--- config.mk ---
export PLATFORM = sky130hd
export DESIGN_NAME = expression_token_scanner_unit
export DESIGN_NICKNAME = d
export VERILOG_FILES = /design/src/hdl/ets_pkg.sv /design/src/hdl/expression_token_scanner_unit.sv /design/src/hdl/ets_fifo.sv /design/src/hdl/ets_front.sv /design/src/hdl/ets_back.sv
export SDC_FILE = /design/constraint.sdc
export NUM_CORES = 1
export LEC_CHECK = 0
export BUFFER_PORTS_ARGS = -buffer_cell sky130_fd_sc_hd__buf_2
export CAP_MARGIN = 20
export CORE_MARGIN = 5
export CORE_UTILIZATION = 55
export DETAILED_ROUTE_END_ITERATION = 10
export PLACE_DENSITY = 0.72
export SLEW_MARGIN = 20
export SYNTH_ARGS = -nofsm -noshare
export SYNTH_HDL_FRONTEND = slang
export SYNTH_HIERARCHICAL = 1
export SYNTH_SLANG_ARGS = --single-unit
--- constraint.sdc ---
create_clock -name clk -period 4.5 [get_ports clk]
set_input_delay 0.225 -clock clk [delete_from_list [all_inputs] [get_ports clk]]
set_output_delay 0.225 -clock clk [all_outputs]
set_load 0.05 [all_outputs]
--- src/hdl/ets_pkg.sv ---
// ----------------------------------------------------------------------------
// ets_pkg
// Shared types, token kind codes, character codes and the character
// classifier for the expression token scanner.
// ----------------------------------------------------------------------------
package ets_pkg;

  localparam int POS_WIDTH_DEF = 16;
  localparam int CQ_DEPTH      = 4;
  localparam int OQ_DEPTH      = 4;

  // Token kinds
  localparam logic [3:0] KIND_PLUS     = 4'd0;
  localparam logic [3:0] KIND_MINUS    = 4'd1;
  localparam logic [3:0] KIND_MULTIPLY = 4'd2;
  localparam logic [3:0] KIND_DIVIDE   = 4'd3;
  localparam logic [3:0] KIND_EQUALS   = 4'd4;
  localparam logic [3:0] KIND_PAREN_O  = 4'd5;
  localparam logic [3:0] KIND_PAREN_C  = 4'd6;
  localparam logic [3:0] KIND_BRACK_O  = 4'd7;
  localparam logic [3:0] KIND_BRACK_C  = 4'd8;
  localparam logic [3:0] KIND_BRACE_O  = 4'd9;
  localparam logic [3:0] KIND_BRACE_C  = 4'd10;
  localparam logic [3:0] KIND_NUMBER   = 4'd11;
  localparam logic [3:0] KIND_VARIABLE = 4'd12;
  localparam logic [3:0] KIND_ERROR    = 4'd13;

  // ASCII codes
  localparam logic [7:0] CH_PLUS    = 8'h2B;
  localparam logic [7:0] CH_MINUS   = 8'h2D;
  localparam logic [7:0] CH_STAR    = 8'h2A;
  localparam logic [7:0] CH_COLON   = 8'h3A;
  localparam logic [7:0] CH_SLASH   = 8'h2F;
  localparam logic [7:0] CH_EQUALS  = 8'h3D;
  localparam logic [7:0] CH_PAREN_O = 8'h28;
  localparam logic [7:0] CH_PAREN_C = 8'h29;
  localparam logic [7:0] CH_BRACK_O = 8'h5B;
  localparam logic [7:0] CH_BRACK_C = 8'h5D;
  localparam logic [7:0] CH_BRACE_O = 8'h7B;
  localparam logic [7:0] CH_BRACE_C = 8'h7D;
  localparam logic [7:0] CH_UNDER   = 8'h5F;
  localparam logic [7:0] CH_SPACE   = 8'h20;
  localparam logic [7:0] CH_TAB     = 8'h09;
  localparam logic [7:0] CH_CR      = 8'h0D;
  localparam logic [7:0] CH_ZERO    = 8'h30;
  localparam logic [7:0] CH_NINE    = 8'h39;
  localparam logic [7:0] CH_UPPER_A = 8'h41;
  localparam logic [7:0] CH_UPPER_Z = 8'h5A;
  localparam logic [7:0] CH_LOWER_A = 8'h61;
  localparam logic [7:0] CH_LOWER_Z = 8'h7A;

  typedef enum logic [1:0] {
    MODE_IDLE,
    MODE_NUM,
    MODE_VAR
  } mode_t;

  typedef enum logic [2:0] {
    CLS_BLANK,
    CLS_OP,
    CLS_DIGIT,
    CLS_LETTER,
    CLS_UNDER,
    CLS_OTHER
  } cls_t;

  typedef struct packed {
    logic [7:0] ch;
    logic       final_char;
  } in_item_t;

  typedef struct packed {
    logic [3:0]  token_kind;
    logic [15:0] begin_pos;
    logic [16:0] end_pos;
    logic        last_of_run;
  } out_item_t;

  // Classified character handed from front to back
  typedef struct packed {
    cls_t       cls;
    logic [3:0] op_kind;
    logic       fin;
  } cls_item_t;

  localparam int CLS_ITEM_W = $bits(cls_item_t);

  function automatic cls_item_t classify(logic [7:0] c, logic fin);
    cls_item_t r;
    r.fin     = fin;
    r.op_kind = KIND_ERROR;
    r.cls     = CLS_OP;
    case (c)
      CH_PLUS:    r.op_kind = KIND_PLUS;
      CH_MINUS:   r.op_kind = KIND_MINUS;
      CH_STAR:    r.op_kind = KIND_MULTIPLY;
      CH_COLON:   r.op_kind = KIND_DIVIDE;
      CH_SLASH:   r.op_kind = KIND_DIVIDE;
      CH_EQUALS:  r.op_kind = KIND_EQUALS;
      CH_PAREN_O: r.op_kind = KIND_PAREN_O;
      CH_PAREN_C: r.op_kind = KIND_PAREN_C;
      CH_BRACK_O: r.op_kind = KIND_BRACK_O;
      CH_BRACK_C: r.op_kind = KIND_BRACK_C;
      CH_BRACE_O: r.op_kind = KIND_BRACE_O;
      CH_BRACE_C: r.op_kind = KIND_BRACE_C;
      CH_UNDER:   r.cls = CLS_UNDER;
      default: begin
        if (c >= CH_ZERO && c <= CH_NINE) begin
          r.cls = CLS_DIGIT;
        end else if ((c >= CH_UPPER_A && c <= CH_UPPER_Z) ||
                     (c >= CH_LOWER_A && c <= CH_LOWER_Z)) begin
          r.cls = CLS_LETTER;
        end else if (c == CH_SPACE || (c >= CH_TAB && c <= CH_CR)) begin
          r.cls = CLS_BLANK;
        end else begin
          r.cls = CLS_OTHER;
        end
      end
    endcase
    return r;
  endfunction

endpackage

--- src/hdl/expression_token_scanner_unit.sv ---
// ----------------------------------------------------------------------------
// expression_token_scanner_unit
// Scans ASCII source text one character per item and emits arithmetic
// expression tokens: operators, numbers, variables and error tokens.
// ----------------------------------------------------------------------------
// Usage:
//   Input queue: drive in_data (ch, final_char) and raise in_push; the item
//   is taken on a clock edge with in_push high and in_full low. Set
//   final_char on the last character of a text to flush a pending number or
//   variable; offsets restart at zero for the next text.
//   Result queue: while out_empty is low, out_data holds the oldest token
//   (kind, begin and end offsets, last_of_run on the final token caused by a
//   character). Raise out_pop to take it.
//   Path: an accepted character is written to the character queue; the
//   back takes it once two result entries are free and writes its tokens.
//   One character is accepted every cycle while in_full is low; the result
//   side delivers one token per cycle while out_pop is high, and a
//   character can cause two, so the sustained rate is set by the single-read result queue.
//   When out_pop stays low, the scanner holds once fewer than two of the four
//   result entries are free; the four-entry character queue fills and
//   in_full rises.
//   Reset (rst_n low, synchronous) empties both queues, drops any pending
//   token and sets the position counter to zero.
// ----------------------------------------------------------------------------
module expression_token_scanner_unit #(
  parameter int POS_WIDTH = ets_pkg::POS_WIDTH_DEF
) (
  input  logic               clk,
  input  logic               rst_n,
  input  logic               in_push,
  output logic               in_full,
  input  ets_pkg::in_item_t  in_data,
  output logic               out_empty,
  input  logic               out_pop,
  output ets_pkg::out_item_t out_data
);

  import ets_pkg::*;

  localparam int CQ_W = CLS_ITEM_W + POS_WIDTH + 1;

  // Front to character queue
  logic               cq_push, cq_full;
  cls_item_t          f_item;
  logic [POS_WIDTH:0] f_pos;

  // Character queue to back
  logic               cq_pop, cq_empty;
  logic [CQ_W-1:0]    cq_dout;
  cls_item_t          b_item;
  logic [POS_WIDTH:0] b_pos;

  assign in_full = cq_full;

  // Classify and stamp each accepted character
  ets_front #(
    .POS_WIDTH(POS_WIDTH)
  ) u_front (
    .clk     (clk),
    .rst_n   (rst_n),
    .in_push (in_push),
    .in_data (in_data),
    .cq_full (cq_full),
    .cq_push (cq_push),
    .citem   (f_item),
    .cpos    (f_pos)
  );

  // Decouple front and back so each side can stall on its own
  ets_fifo #(
    .WIDTH(CQ_W),
    .DEPTH(CQ_DEPTH)
  ) u_cq (
    .clk   (clk),
    .rst_n (rst_n),
    .push  (cq_push),
    .full  (cq_full),
    .din   ({f_item, f_pos}),
    .pop   (cq_pop),
    .empty (cq_empty),
    .dout  (cq_dout)
  );

  assign b_item = cls_item_t'(cq_dout[CQ_W-1 -: CLS_ITEM_W]);
  assign b_pos  = cq_dout[POS_WIDTH:0];

  // Form tokens and queue the result items
  ets_back #(
    .POS_WIDTH(POS_WIDTH)
  ) u_back (
    .clk       (clk),
    .rst_n     (rst_n),
    .cq_empty  (cq_empty),
    .citem     (b_item),
    .cpos      (b_pos),
    .cq_pop    (cq_pop),
    .out_pop   (out_pop),
    .out_empty (out_empty),
    .out_data  (out_data)
  );

endmodule

--- src/hdl/ets_fifo.sv ---
// ----------------------------------------------------------------------------
// ets_fifo
// Small register queue with one write and one read per cycle.
// ----------------------------------------------------------------------------
module ets_fifo #(
  parameter int WIDTH = 8,
  parameter int DEPTH = 4
) (
  input  logic             clk,
  input  logic             rst_n,
  input  logic             push,
  output logic             full,
  input  logic [WIDTH-1:0] din,
  input  logic             pop,
  output logic             empty,
  output logic [WIDTH-1:0] dout
);

  localparam int PTR_W = (DEPTH > 1) ? $clog2(DEPTH) : 1;
  localparam int CNT_W = $clog2(DEPTH + 1);

  logic [WIDTH-1:0] q_r [DEPTH];
  logic [PTR_W-1:0] wr_ptr_r, wr_ptr_nxt;
  logic [PTR_W-1:0] rd_ptr_r, rd_ptr_nxt;
  logic [CNT_W-1:0] cnt_r, cnt_nxt;
  logic             do_push, do_pop;

  assign full    = (cnt_r == CNT_W'(DEPTH));
  assign empty   = (cnt_r == '0);
  assign do_push = push && !full;
  assign do_pop  = pop && !empty;
  assign dout    = q_r[rd_ptr_r];

  always_comb begin
    wr_ptr_nxt = wr_ptr_r;
    rd_ptr_nxt = rd_ptr_r;
    if (do_push) begin
      wr_ptr_nxt = (wr_ptr_r == PTR_W'(DEPTH - 1)) ? '0 : wr_ptr_r + PTR_W'(1);
    end
    if (do_pop) begin
      rd_ptr_nxt = (rd_ptr_r == PTR_W'(DEPTH - 1)) ? '0 : rd_ptr_r + PTR_W'(1);
    end
    cnt_nxt = cnt_r + CNT_W'(do_push) - CNT_W'(do_pop);
  end

  always_ff @(posedge clk) begin
    if (!rst_n) begin
      wr_ptr_r <= '0;
      rd_ptr_r <= '0;
      cnt_r    <= '0;
    end else begin
      wr_ptr_r <= wr_ptr_nxt;
      rd_ptr_r <= rd_ptr_nxt;
      cnt_r    <= cnt_nxt;
    end
  end

  always_ff @(posedge clk) begin
    if (do_push) begin
      q_r[wr_ptr_r] <= din;
    end
  end

endmodule

--- src/hdl/ets_front.sv ---
// ----------------------------------------------------------------------------
// ets_front
// Accepts characters, classifies them and stamps each with its offset.
// ----------------------------------------------------------------------------
module ets_front #(
  parameter int POS_WIDTH = 16
) (
  input  logic              clk,
  input  logic              rst_n,
  input  logic              in_push,
  input  ets_pkg::in_item_t in_data,
  input  logic              cq_full,
  output logic              cq_push,
  output ets_pkg::cls_item_t citem,
  output logic [POS_WIDTH:0] cpos
);

  import ets_pkg::*;

  localparam logic [POS_WIDTH:0] LIM = {1'b1, {POS_WIDTH{1'b0}}};

  logic [POS_WIDTH:0] pos_r, pos_nxt;

  assign cq_push = in_push && !cq_full;
  assign citem   = classify(in_data.ch, in_data.final_char);
  assign cpos    = pos_r;

  // Saturate at the limit; restart at zero after the last character of a text
  always_comb begin
    pos_nxt = pos_r;
    if (cq_push) begin
      if (in_data.final_char) begin
        pos_nxt = '0;
      end else if (pos_r < LIM) begin
        pos_nxt = pos_r + (POS_WIDTH + 1)'(1);
      end
    end
  end

  always_ff @(posedge clk) begin
    if (!rst_n) begin
      pos_r <= '0;
    end else begin
      pos_r <= pos_nxt;
    end
  end

endmodule

--- src/hdl/ets_back.sv ---
// ----------------------------------------------------------------------------
// ets_back
// Token state machine: closes, opens and flushes tokens, and queues up to
// two result items per character.
// ----------------------------------------------------------------------------
module ets_back #(
  parameter int POS_WIDTH = 16
) (
  input  logic                clk,
  input  logic                rst_n,
  input  logic                cq_empty,
  input  ets_pkg::cls_item_t  citem,
  input  logic [POS_WIDTH:0]  cpos,
  output logic                cq_pop,
  input  logic                out_pop,
  output logic                out_empty,
  output ets_pkg::out_item_t  out_data
);

  import ets_pkg::*;

  localparam logic [POS_WIDTH:0]   LIM    = {1'b1, {POS_WIDTH{1'b0}}};
  localparam logic [POS_WIDTH-1:0] LIM_M1 = {POS_WIDTH{1'b1}};
  localparam int PTR_W = $clog2(OQ_DEPTH);
  localparam int CNT_W = $clog2(OQ_DEPTH + 1);

  typedef struct packed {
    logic [3:0]           kind;
    logic [POS_WIDTH-1:0] b;
    logic [POS_WIDTH:0]   e;
  } tok_t;

  function automatic out_item_t to_out(tok_t t, logic last);
    out_item_t   o;
    logic [63:0] b64;
    logic [63:0] e64;
    b64           = 64'(t.b);
    e64           = 64'(t.e);
    o.token_kind  = t.kind;
    o.begin_pos   = b64[15:0];
    o.end_pos     = e64[16:0];
    o.last_of_run = last;
    return o;
  endfunction

  mode_t                mode_r, mode_nxt, mode1;
  logic [POS_WIDTH-1:0] start_r, start_nxt, start1;
  logic                 ext, close, single, flush, p_top, room, pop_en, rd;
  logic [3:0]           single_kind;
  logic [POS_WIDTH:0]   pnext;
  logic [POS_WIDTH-1:0] pclamp;
  logic [1:0]           ntok, nwr;
  tok_t                 tok_a, tok_s, tok_f, t0, t1;
  out_item_t            o0, o1;

  out_item_t            q_r [OQ_DEPTH];
  logic [PTR_W-1:0]     wr_ptr_r, rd_ptr_r;
  logic [CNT_W-1:0]     cnt_r;

  assign room   = (cnt_r <= CNT_W'(OQ_DEPTH - 2));
  assign pop_en = !cq_empty && room;
  assign cq_pop = pop_en;

  assign p_top  = (cpos == LIM);
  assign pnext  = p_top ? cpos : cpos + (POS_WIDTH + 1)'(1);
  assign pclamp = p_top ? LIM_M1 : cpos[POS_WIDTH-1:0];

  // Next state and token selection
  always_comb begin
    ext = ((mode_r == MODE_NUM) && (citem.cls == CLS_DIGIT)) ||
          ((mode_r == MODE_VAR) && ((citem.cls == CLS_DIGIT) ||
                                    (citem.cls == CLS_LETTER) ||
                                    (citem.cls == CLS_UNDER)));
    close  = !ext && (mode_r != MODE_IDLE);
    single = !ext && ((citem.cls == CLS_OP) || (citem.cls == CLS_UNDER) ||
                      (citem.cls == CLS_OTHER));
    single_kind = (citem.cls == CLS_OP) ? citem.op_kind : KIND_ERROR;

    mode1  = mode_r;
    start1 = start_r;
    if (!ext) begin
      case (citem.cls)
        CLS_DIGIT: begin
          mode1  = MODE_NUM;
          start1 = pclamp;
        end
        CLS_LETTER: begin
          mode1  = MODE_VAR;
          start1 = pclamp;
        end
        default: mode1 = MODE_IDLE;
      endcase
    end
    flush = citem.fin && (mode1 != MODE_IDLE);

    tok_a.kind = (mode_r == MODE_NUM) ? KIND_NUMBER : KIND_VARIABLE;
    tok_a.b    = start_r;
    tok_a.e    = cpos;
    tok_s.kind = single_kind;
    tok_s.b    = pclamp;
    tok_s.e    = pnext;
    tok_f.kind = (mode1 == MODE_NUM) ? KIND_NUMBER : KIND_VARIABLE;
    tok_f.b    = start1;
    tok_f.e    = pnext;

    ntok = 2'(close) + 2'(single) + 2'(flush);
    t0   = close ? tok_a : (single ? tok_s : tok_f);
    t1   = single ? tok_s : tok_f;
    o0   = to_out(t0, ntok == 2'd1);
    o1   = to_out(t1, 1'b1);

    mode_nxt  = mode_r;
    start_nxt = start_r;
    if (pop_en) begin
      mode_nxt  = citem.fin ? MODE_IDLE : mode1;
      start_nxt = citem.fin ? '0 : start1;
    end
  end

  always_ff @(posedge clk) begin
    if (!rst_n) begin
      mode_r  <= MODE_IDLE;
      start_r <= '0;
    end else begin
      mode_r  <= mode_nxt;
      start_r <= start_nxt;
    end
  end

  // Result queue: up to two writes, one read per cycle
  assign nwr       = pop_en ? ntok : 2'd0;
  assign out_empty = (cnt_r == '0);
  assign rd        = out_pop && !out_empty;
  assign out_data  = q_r[rd_ptr_r];

  always_ff @(posedge clk) begin
    if (!rst_n) begin
      wr_ptr_r <= '0;
      rd_ptr_r <= '0;
      cnt_r    <= '0;
    end else begin
      wr_ptr_r <= wr_ptr_r + PTR_W'(nwr);
      rd_ptr_r <= rd_ptr_r + PTR_W'(rd);
      cnt_r    <= cnt_r + CNT_W'(nwr) - CNT_W'(rd);
    end
  end

  always_ff @(posedge clk) begin
    if (nwr != 2'd0) begin
      q_r[wr_ptr_r] <= o0;
    end
    if (nwr == 2'd2) begin
      q_r[wr_ptr_r + PTR_W'(1)] <= o1;
    end
  end

  a_oq_bound: assert property (@(posedge clk) disable iff (!rst_n)
    cnt_r <= CNT_W'(OQ_DEPTH))
    else $error("result queue over depth");

  a_no_overrun: assert property (@(posedge clk) disable iff (!rst_n)
    pop_en |-> (32'(cnt_r) + 32'(nwr) <= OQ_DEPTH))
    else $error("result queue write overruns free space");

  a_final_idle: assert property (@(posedge clk) disable iff (!rst_n)
    (pop_en && citem.fin) |=> (mode_r == MODE_IDLE && start_r == '0))
    else $error("scanner not idle after last character");

endmodule
Word-level counts from Yosys, hierarchy flattened
Memories as Yosys holds them, arrays and structs flattened. A register that Yosys moved wholly into a read port is not among the register bits.
Cells that the tools add are included.
{"block": "word_totals", "reg_bits": 49, "ramBits": 252, "in_bits": 13, "output_inout_bits": 40, "wordCells": 129, "memories": 2}
{"block": "op_classes", "addsub": 13, "magnitude_cmp": 10, "eq_ne": 28, "muxes": 32, "n_reduce_logical": 35}
{"memory": "u_back.q_r", "words": 4, "width": 38, "read_ports": 1, "rd_ports_with_merged_regs": 1, "write_ports": 2, "line": "ets_back.sv:56", "source": "out_item_t q_r [OQ_DEPTH];"}
{"memory": "u_cq.q_r", "words": 4, "width": 25, "read_ports": 1, "rd_ports_with_merged_regs": 1, "write_ports": 1, "line": "ets_fifo.sv:22", "source": "logic [WIDTH-1:0] q_r [DEPTH];"}
{"op": "$mux W37", "count": 2}
{"op": "$eq A8 B6 Y1 const B", "count": 9}
{"op": "$mux W16", "count": 4}
{"op": "$mux W17", "count": 3}
{"op": "$pmux W4 S11", "count": 1}
{"op": "$eq A8 B7 Y1 const B", "count": 5}
{"op": "$add A17 B1 Y17 const B", "count": 2}
{"op": "$eq A17 B17 Y1 const B", "count": 1}
{"op": "$lt A17 B17 Y1 const B", "count": 1}
{"op": "$ge A8 B7 Y1 const B", "count": 2}
{"op": "$le A8 B7 Y1 const B", "count": 2}
{"op": "$mux W2", "count": 8}
{"op": "$mux W3", "count": 5}
{"op": "$logic_and A1 B1 Y1", "count": 14}
{"op": "$reduce_or A12 Y1", "count": 1}
{"op": "$eq A3 B3 Y1 const B", "count": 3}
{"op": "$eq A2 B2 Y1 const B", "count": 4}
{"op": "$ge A8 B4 Y1 const B", "count": 1}
{"op": "$ge A8 B6 Y1 const B", "count": 1}
{"op": "$le A8 B4 Y1 const B", "count": 1}
{"op": "$le A8 B6 Y1 const B", "count": 1}
{"op": "$reduce_bool A2 Y1", "count": 4}
{"op": "$logic_or A1 B1 Y1", "count": 7}
{"op": "$add A2 B1 Y2 const B", "count": 3}
{"op": "18 further kinds", "count": 33}

Longest topological paths before layout
Gate-level depths: netlist of run 1.
{"block": "depth", "ltp_word": 13, "ltp_mapped": 18, "mapped_depth_nobuf": 15}

By module
The synthesis of run 1 kept the hierarchy.
{"mod": "ets_back", "n_inst": 1, "cells_per_inst": 841, "area_each_um2": 9927.0, "seq_area_each_um2": 5024.8}
{"mod": "ets_fifo", "n_inst": 1, "cells_per_inst": 184, "area_each_um2": 4136.5, "seq_area_each_um2": 3183.1}
{"mod": "ets_front", "n_inst": 1, "cells_per_inst": 156, "area_each_um2": 1161.1, "seq_area_each_um2": 340.3}

Worst setup path after synthesis of run 1
No wires, ideal clock.
{"block": "synth_timing", "kind": "register -> register", "start": "reg (tool-made name)", "end": "mem u_back/q_r[0][10] (netlist bit), enable pin", "setup_time_ns": 0.392, "arrival_time_ns": 4.298, "t_required_ns": 4.108, "setup_slack_ns": -0.189, "stages_incl_launch_ff": 16, "n_path_buf": 5, "period_less_slack_ns": 4.689, "path_cell_list": "dfxtp_1 > buf_6 > buf_12 > mux4_2 > buf_2 > or4b_1 > nand2_1 > nor2_1 > inv_1 > fa_1 > nand2_1 > nand3_4 > and2_1 > clkbuf_1 > buf_4 > inv_1"}
{"element": "to (decl)", "line": "ets_back.sv:56"}

==> results of run 1 <==
==> cells in the final DEF, fill, tap and decap left out, drive strengths merged, types with 8 or more instances in the layout <==
| cell | n |
|---|---|
| or3 | 12 |
| nor4 | 9 |
| nand4 | 17 |
| clkinv | 12 |
| nand2b | 8 |
| and2 | 22 |
| dfxtp | 55 |
| xnor2 | 11 |
| nor2 | 62 |
| nand2 | 90 |
| inv | 32 |
| o2bb2ai | 68 |
| a311oi | 10 |
| clkbuf | 43 |
| a22o | 9 |
| a21boi | 16 |
| o21ai | 86 |
| mux4 | 63 |
| o211ai | 13 |
| nand3 | 32 |
| a21oi | 59 |
| buf | 89 |
| and3 | 11 |
| nor3 | 21 |
| a31oi | 13 |
| edfxtp | 248 |
| ha | 16 |
| o22ai | 20 |
| nor2b | 14 |
==> cells by family (layout without fill, tap and decap cells) <==
kind of cell / after synthesis / in the layout / synth area share, %
flops: 303 / 303 / 56.1
buf+inv: 121 / 182 / 4.21
xor+xnor: 14 / 14 / 0.805
compound gates: 326 / 326 / 15.7
simple gates: 333 / 333 / 11.9
mux: 65 / 65 / 9.57
fa+ha+maj: 19 / 19 / 1.71
==> cell type report <==
class	count	area share, %
clock buffer	43	5.18
clock inverter	13	0.714
inverter	36	0.930
sequential	303	50.8
multi-input combinational	757	36.1
timing repair buffer	90	3.41
tap	378	2.81
==> per-layer routing <==
layer	track usage [%]	vias up	share of wire, %
met5	0	-	0
met4	5.74	0	2.3
li1	-	4707	-
met3	2.72	70	7.0
met1	31.3	5076	42
met2	37.7	438	49
==> registers in the layout, summed over array words and instances, names as in the netlist, named ones only <==
name / cells
u_cq/wr_ptr_r: 2
u_back/cnt_r: 3
u_back/start_r: 16
u_cq/rd_ptr_r: 2
u_front/cpos: 17
u_back/mode_r: 2
u_cq/q_r: 100
u_back/q_r: 152
u_cq/cnt_r: 3
u_back/rd_ptr_r: 2
u_back/wr_ptr_r: 2
==> power by group through the flow <==
stage | Combinational [W] | Clock [W] | Sequential (W)
final | 0.00511 | 0.00249 | 0.00413
after global routing | 0.00544 | 0.00266 | 0.00418
after CTS | 0.00500 | 0.00253 | 0.00413
after detailed placement | 0.00498 | 0 | 0.00419
after global placement | 0.00492 | 0 | 0.00416
after floorplan | 0.00394 | 0 | 0.00405
==> path summary, 6_finish.rpt <==
kind / startpoint / to / slack (ps) / cells past startpoint
setup / recovery: register / u_back/cnt_r[2]$_SDFF_PN0_ / 310 / 15
hold / removal: in_data[8] / u_cq/q_r[2][22]$_DFFE_PP_ / 200 / 2
setup reg to reg: register / u_back/cnt_r[2]$_SDFF_PN0_ / 310 / 15
hold reg to reg: u_back/q_r[3][0]$_SDFFE_PP1N_ / u_back/q_r[3][0]$_SDFFE_PP1N_ / 480 / 1
==> critical path, delay by kind of cell (launching register included) <==
kind	cells	cell delay, ps
buffers and inverters	3	220
DFF	1	440
xor gates and xnor gates	2	280
adders and majority gates	4	1320
and+or+nand+nor	5	1170
muxes	1	650
==> repair_timing <==
action,CTS,global route
setup buffers,0,5
endpoints found under the hold margin,4,0
hold buffers,1,0
gates resized for setup,0,2
setup endpoints to repair,0,23
==> stage by stage <==
stage | hold slack [ps] | utilization (%)
2_1_floorplan | 379 | -
3_3_place_gp | 454 | 57.2
3_5_place_dp | 463 | 57.2
4_1_cts | 161 | 60.8
5_1_grt | 194 | 61.1
6_report | 197 | 61.1
==> out/metrics.csv, run 1 <==
metric,value,unit
run status,finished clean,
Slew HR,24.1,%
PortBufs,52,
Cells after DPL,1558,
"top cells by count, synth","edfxtp_1, nand2_1, o21ai_0",
DR WL/cell,21.6,um
switch share,41.3,%
critical path's largest stage delay,650,ps
Yosys top cell area share,48.9,%
drt first-iter violations,1117,
Reg power frac,35.2,%
P_leak,5.40,nW
Die X,176,um
worst-margin pin slew,1140,ps
"Design Area, Final",0.0168,mm^2
Cells after Synth,1181,
Final setup viols,0,
"EDFF count, synth",248,
dominant cell type by area after synthesis,edfxtp_1,
clk buf depth,3,
Layout area overhead,10.5,%
crit path DAT,4620,ps
Num CTS Buffers,31,
fillers,2079,
layout cell share with drive strength beyond 1,20.7,%
Psw,0.00484,W
f_max,0.239,GHz
DR pass1 iterations,7,
area post-placement,0.0158,mm^2
post-synthesis cell area,0.0152,mm^2
largest net degree at the start of global routing,40,
proportion of power drawn by the clock network,21.2,%
Ant. Diodes,0,
GR Overflow Total,0,
slowest CP cell,mux4_2,
Nets,1251,
Initial Utilization,55.3,%
clk root buf,clkbuf_16,
area of the multi-input gates,0.00608,mm^2
Setup WS pre-CTS,189,ps
fin crit period,4190,ps
total number of vias,10300,
Layout Cells excl Fill,1620,
Syn. warnings,6,
# rows,61,
Combinational Power Share,43.6,%
Worst setup SP type,register,
CORE AREA,0.0276,mm^2
antenna-violating nets left,0,
initial antenna violation count,0,
Worst-path clk slew,60,ps
DRC Markers,0,
fraction of registers with async set/reset,0,%
post-synth cell types,89,
"Clk Latency, worst-skew pair",550,ps
vias in the first global route,10000,
total die area,0.0311,mm^2
first-pass GRT wire length,55700,um
routed wire length,35000,um
Max Clock Skew,21.4,ps
register area share after synthesis,56.1,%
Clock Sinks,303,
internal power,0.00688,W
Die Y,176,um
PwrDens,697,mW/mm^2
top-count cell post-synth,edfxtp_1,
max-slew violations,0,
Sequential Area,0.00855,mm^2
Tcrit/Tclk final,93.2,%
worst hold path class,in -> reg,
CP endpoint kind,register,
routability cong.,0.844,
"Top FF cell, synth",edfxtp_1,
GRT Overall Usage,22.3,%
Worst Path Max Fanout,13,
CTS tree,yes,
maximum capacitance violations,0,
setup TNS,0,ps
vias per cell,6.35,
Ports,53,
Final Hold Viols,0,
"critical path, cell by cell","mux4_2, or4b_1, nand2_2, nor2_1, inv_1, fa_2, nor2_1, inv_1, ha_1, inv_1, ha_1, fa_1, xnor2_1, xnor2_1, and2_1",
Synth area leaders,"edfxtp_1, mux4_2, dfxtp_1, o2bb2ai_1, o21ai_0",
CTS H-tree depth,1,
detailed placer's ending HPWL,22200,um
worst ir drop on vdd,0.331,mV
Setup WS post-layout,308,ps
cell mode on critical path,inv_1,
"flops & latches, synth",303,
synthesized area per cell,12.9,um^2
Synthesized Nets,1213,
"Power, Total",0.0117,W
CP Data Required Time,4930,ps
Setup CP Type,reg -> reg,
RSZ-0062 raised after global routing,no,
Power figures use the tool's default switching activity.
==> inputs of run 2 (changes only) <==
- CORE_UTILIZATION: 55 -> 50
- PLACE_DENSITY: 0.72 -> 0.66
==> run 2 against run 1 <==
  * Critical path depth unchanged
  * Non-clock buffer count increased by 2
  * Core utilization is 4.6 points lower
  * Via count is 0.25% lower
  * Sequential cell count unchanged
  * Sequential power about the same
  * Total power grew 0.62%
  * Cell area increased by 0.32%
  * Global-route usage down 1.2 points
  * Largest power group unchanged
==> out/metrics.csv, run 2 (synthesis results as in run 1) <==
metric,value,unit,change
run status,finished clean,,
Setup WS post-layout,277,ps,-30.2 ps
initial antenna violation count,0,,unchanged
cell mode on critical path,inv_1,,
critical path's largest stage delay,650,ps,about the same
fillers,2381,,+15%
Ports,53,,unchanged
slowest CP cell,mux4_2,,
vias per cell,6.28,,-1.2%
worst ir drop on vdd,0.357,mV,+7.8%
fin crit period,4220,ps,+30.2 ps
GRT Overall Usage,21.1,%,-1.2 points
routed wire length,36200,um,+3.5%
Top reg by flops,u_back/q_r,,
Layout Cells excl Fill,1635,,+0.93%
"Clk Latency, worst-skew pair",560,ps,about the same
crit path DAT,4670,ps,+50 ps
hold depth,2,,unchanged
clk buf depth,3,,unchanged
f_max,0.237,GHz,-0.72%
proportion of power drawn by the clock network,21.7,%,+0.5 points
# rows,63,,+3.3%
"Power, Total",0.0118,W,+0.62%
Psw,0.00489,W,+0.98%
CTS H-tree depth,1,,unchanged
Layout area overhead,10.9,%,
DR WL/cell,22.1,um,+2.6%
Final Hold Viols,0,,unchanged
"commonest non-fill, non-tap cell in the layout",edfxtp_1,,
switch share,41.5,%,+0.14 points
FF-to-FF path depth,15,,unchanged
GR Overflow Total,0,,unchanged
Worst-path clk slew,60,ps,about the same
maximum capacitance violations,0,,unchanged
Setup CP Type,reg -> reg,,
Reg power frac,35.1,%,about the same
CORE AREA,0.0299,mm^2,+8.4%
internal power,0.00690,W,+0.38%
Combinational Power Share,43.2,%,-0.4 points
Hold Startpoint,in_data[8],,
Nets,1253,,+0.16%
CTS tree,yes,,
Ant. Diodes,0,,unchanged
worst hold path class,in -> reg,,
total die area,0.0340,mm^2,+9.4%
worst-margin pin slew,890,ps,-248 ps
Final setup viols,0,,unchanged
RSZ-0062 raised after global routing,no,,
max-slew violations,0,,unchanged
first-pass GRT wire length,56900,um,+2.0%
Initial Utilization,51.0,%,-4.3 points
Slew HR,40.6,%,+16 points
CP Data Required Time,4940,ps,about the same
Worst Path Max Fanout,11,,-2
layout cell share with drive strength beyond 1,20.9,%,+0.19 points
Tcrit/Tclk final,93.8,%,+0.67 points
P_leak,5.42,nW,+0.41%
Cells after DPL,1575,,+1.1%
CP endpoint kind,register,,
largest net degree at the start of global routing,39,,-2.5%
Largest register FFs,152,,unchanged
Num CTS Buffers,31,,unchanged
Die X,184,um,+4.6%
total number of vias,10300,,-0.25%
drt first-iter violations,931,,-17%
DR pass1 iterations,5,,-2
"Design Area, Final",0.0169,mm^2,+0.32%
"critical path, cell by cell","mux4_2, or4b_1, nand2_2, nor2_1, inv_1, fa_2, nor2_1, inv_1, ha_1, inv_1, ha_1, fa_1, xnor2_1, xnor2_1, and2_1",,
most frequent cells in the layout,"edfxtp_1, nand2_1, o21ai_0, nor2_1",,
Setup WS pre-CTS,256,ps,+66.9 ps
routability cong.,0.865,,+2.5%
Die Y,184,um,+4.6%
worst hold endpoint,u_cq/q_r[2][22]$_DFFE_PP_,,
PortBufs,52,,unchanged
Max Clock Skew,9.47,ps,-11.9 ps
Reg2Reg Setup Slack,280,ps,-30 ps
detailed placer's ending HPWL,23200,um,+4.7%
vias in the first global route,10100,,+0.40%
PwrDens,699,mW/mm^2,+0.30%
clk root buf,clkbuf_16,,
worst r2r dst,u_back/cnt_r[2]$_SDFF_PN0_,,
area post-placement,0.0158,mm^2,+0.41%
Worst setup SP type,register,,
setup TNS,0,ps,unchanged
antenna-violating nets left,0,,unchanged
Clock Sinks,303,,unchanged
DRC Markers,0,,unchanged
run 2: how the worst max path moves through the flow:
stage | from | to | slack (ps)
6_report | register | u_back/cnt_r[2]$_SDFF_PN0_ | 280
5_1_grt | register | u_back/cnt_r[2]$_SDFF_PN0_ | 10
4_1_cts | register | u_back/cnt_r[2]$_SDFF_PN0_ | 230
3_5_place_dp | register | u_back/cnt_r[2]$_SDFF_PN0_ | 260
3_3_place_gp | register | u_back/cnt_r[2]$_SDFF_PN0_ | 360
2_1_floorplan | register | u_back/q_r[1][24]$_DFFE_PP_ | -100
run 2: metrics by stage:
stage / hold slack (ps) / utilization (%)
floorplan: 379 / -
global placement: 458 / 52.9
detailed placement: 480 / 52.9
CTS: 139 / 56.4
global route: 175 / 56.5
finish: 154 / 56.5
run 2: power by group through the flow:
| stage | clock network [W] | logic, W | registers, W |
|---|---|---|---|
| after floorplan | 0 | 0.00394 | 0.00405 |
| after global placement | 0 | 0.00500 | 0.00418 |
| after detailed placement | 0 | 0.00506 | 0.00421 |
| after CTS | 0.00261 | 0.00508 | 0.00415 |
| after global routing | 0.00273 | 0.00545 | 0.00420 |
| final | 0.00256 | 0.00510 | 0.00414 |
run 2: layout make-up:
cell class	count	area, um^2	share of cell area [%]
sequential	303	8550	50.7
timing repair buffer	92	588	3.48
clock buffer	46	913	5.41
multi-input combinational	757	6070	36.0
tap	390	488	2.89
inverter	36	156	0.927
clock inverter	11	110	0.652
run 2: critical path, delay by kind of cell, from the launching register on:
family	cells	cell delay [ps]
xor+xnor	2	280
fa+ha+maj	4	1340
buf+inv	3	220
flops	1	460
mux	1	650
simple gates	5	1170
run 2: metal layers:
metal	track usage (%)	vias up	routed length (um)
met1	29.1	5054	15500
met4	6.39	0	906
li1	-	4722	-
met5	0	-	0
met3	3.24	81	2450
met2	34.9	408	17300
run 2: repair_timing:
item                       4_1_cts  5_1_grt
hold buffers                     1        0
setup endpoints to repair        0       13
buffers inserted                 0        2
gates resized for setup          0        1
hold endpoints to repair         4        0
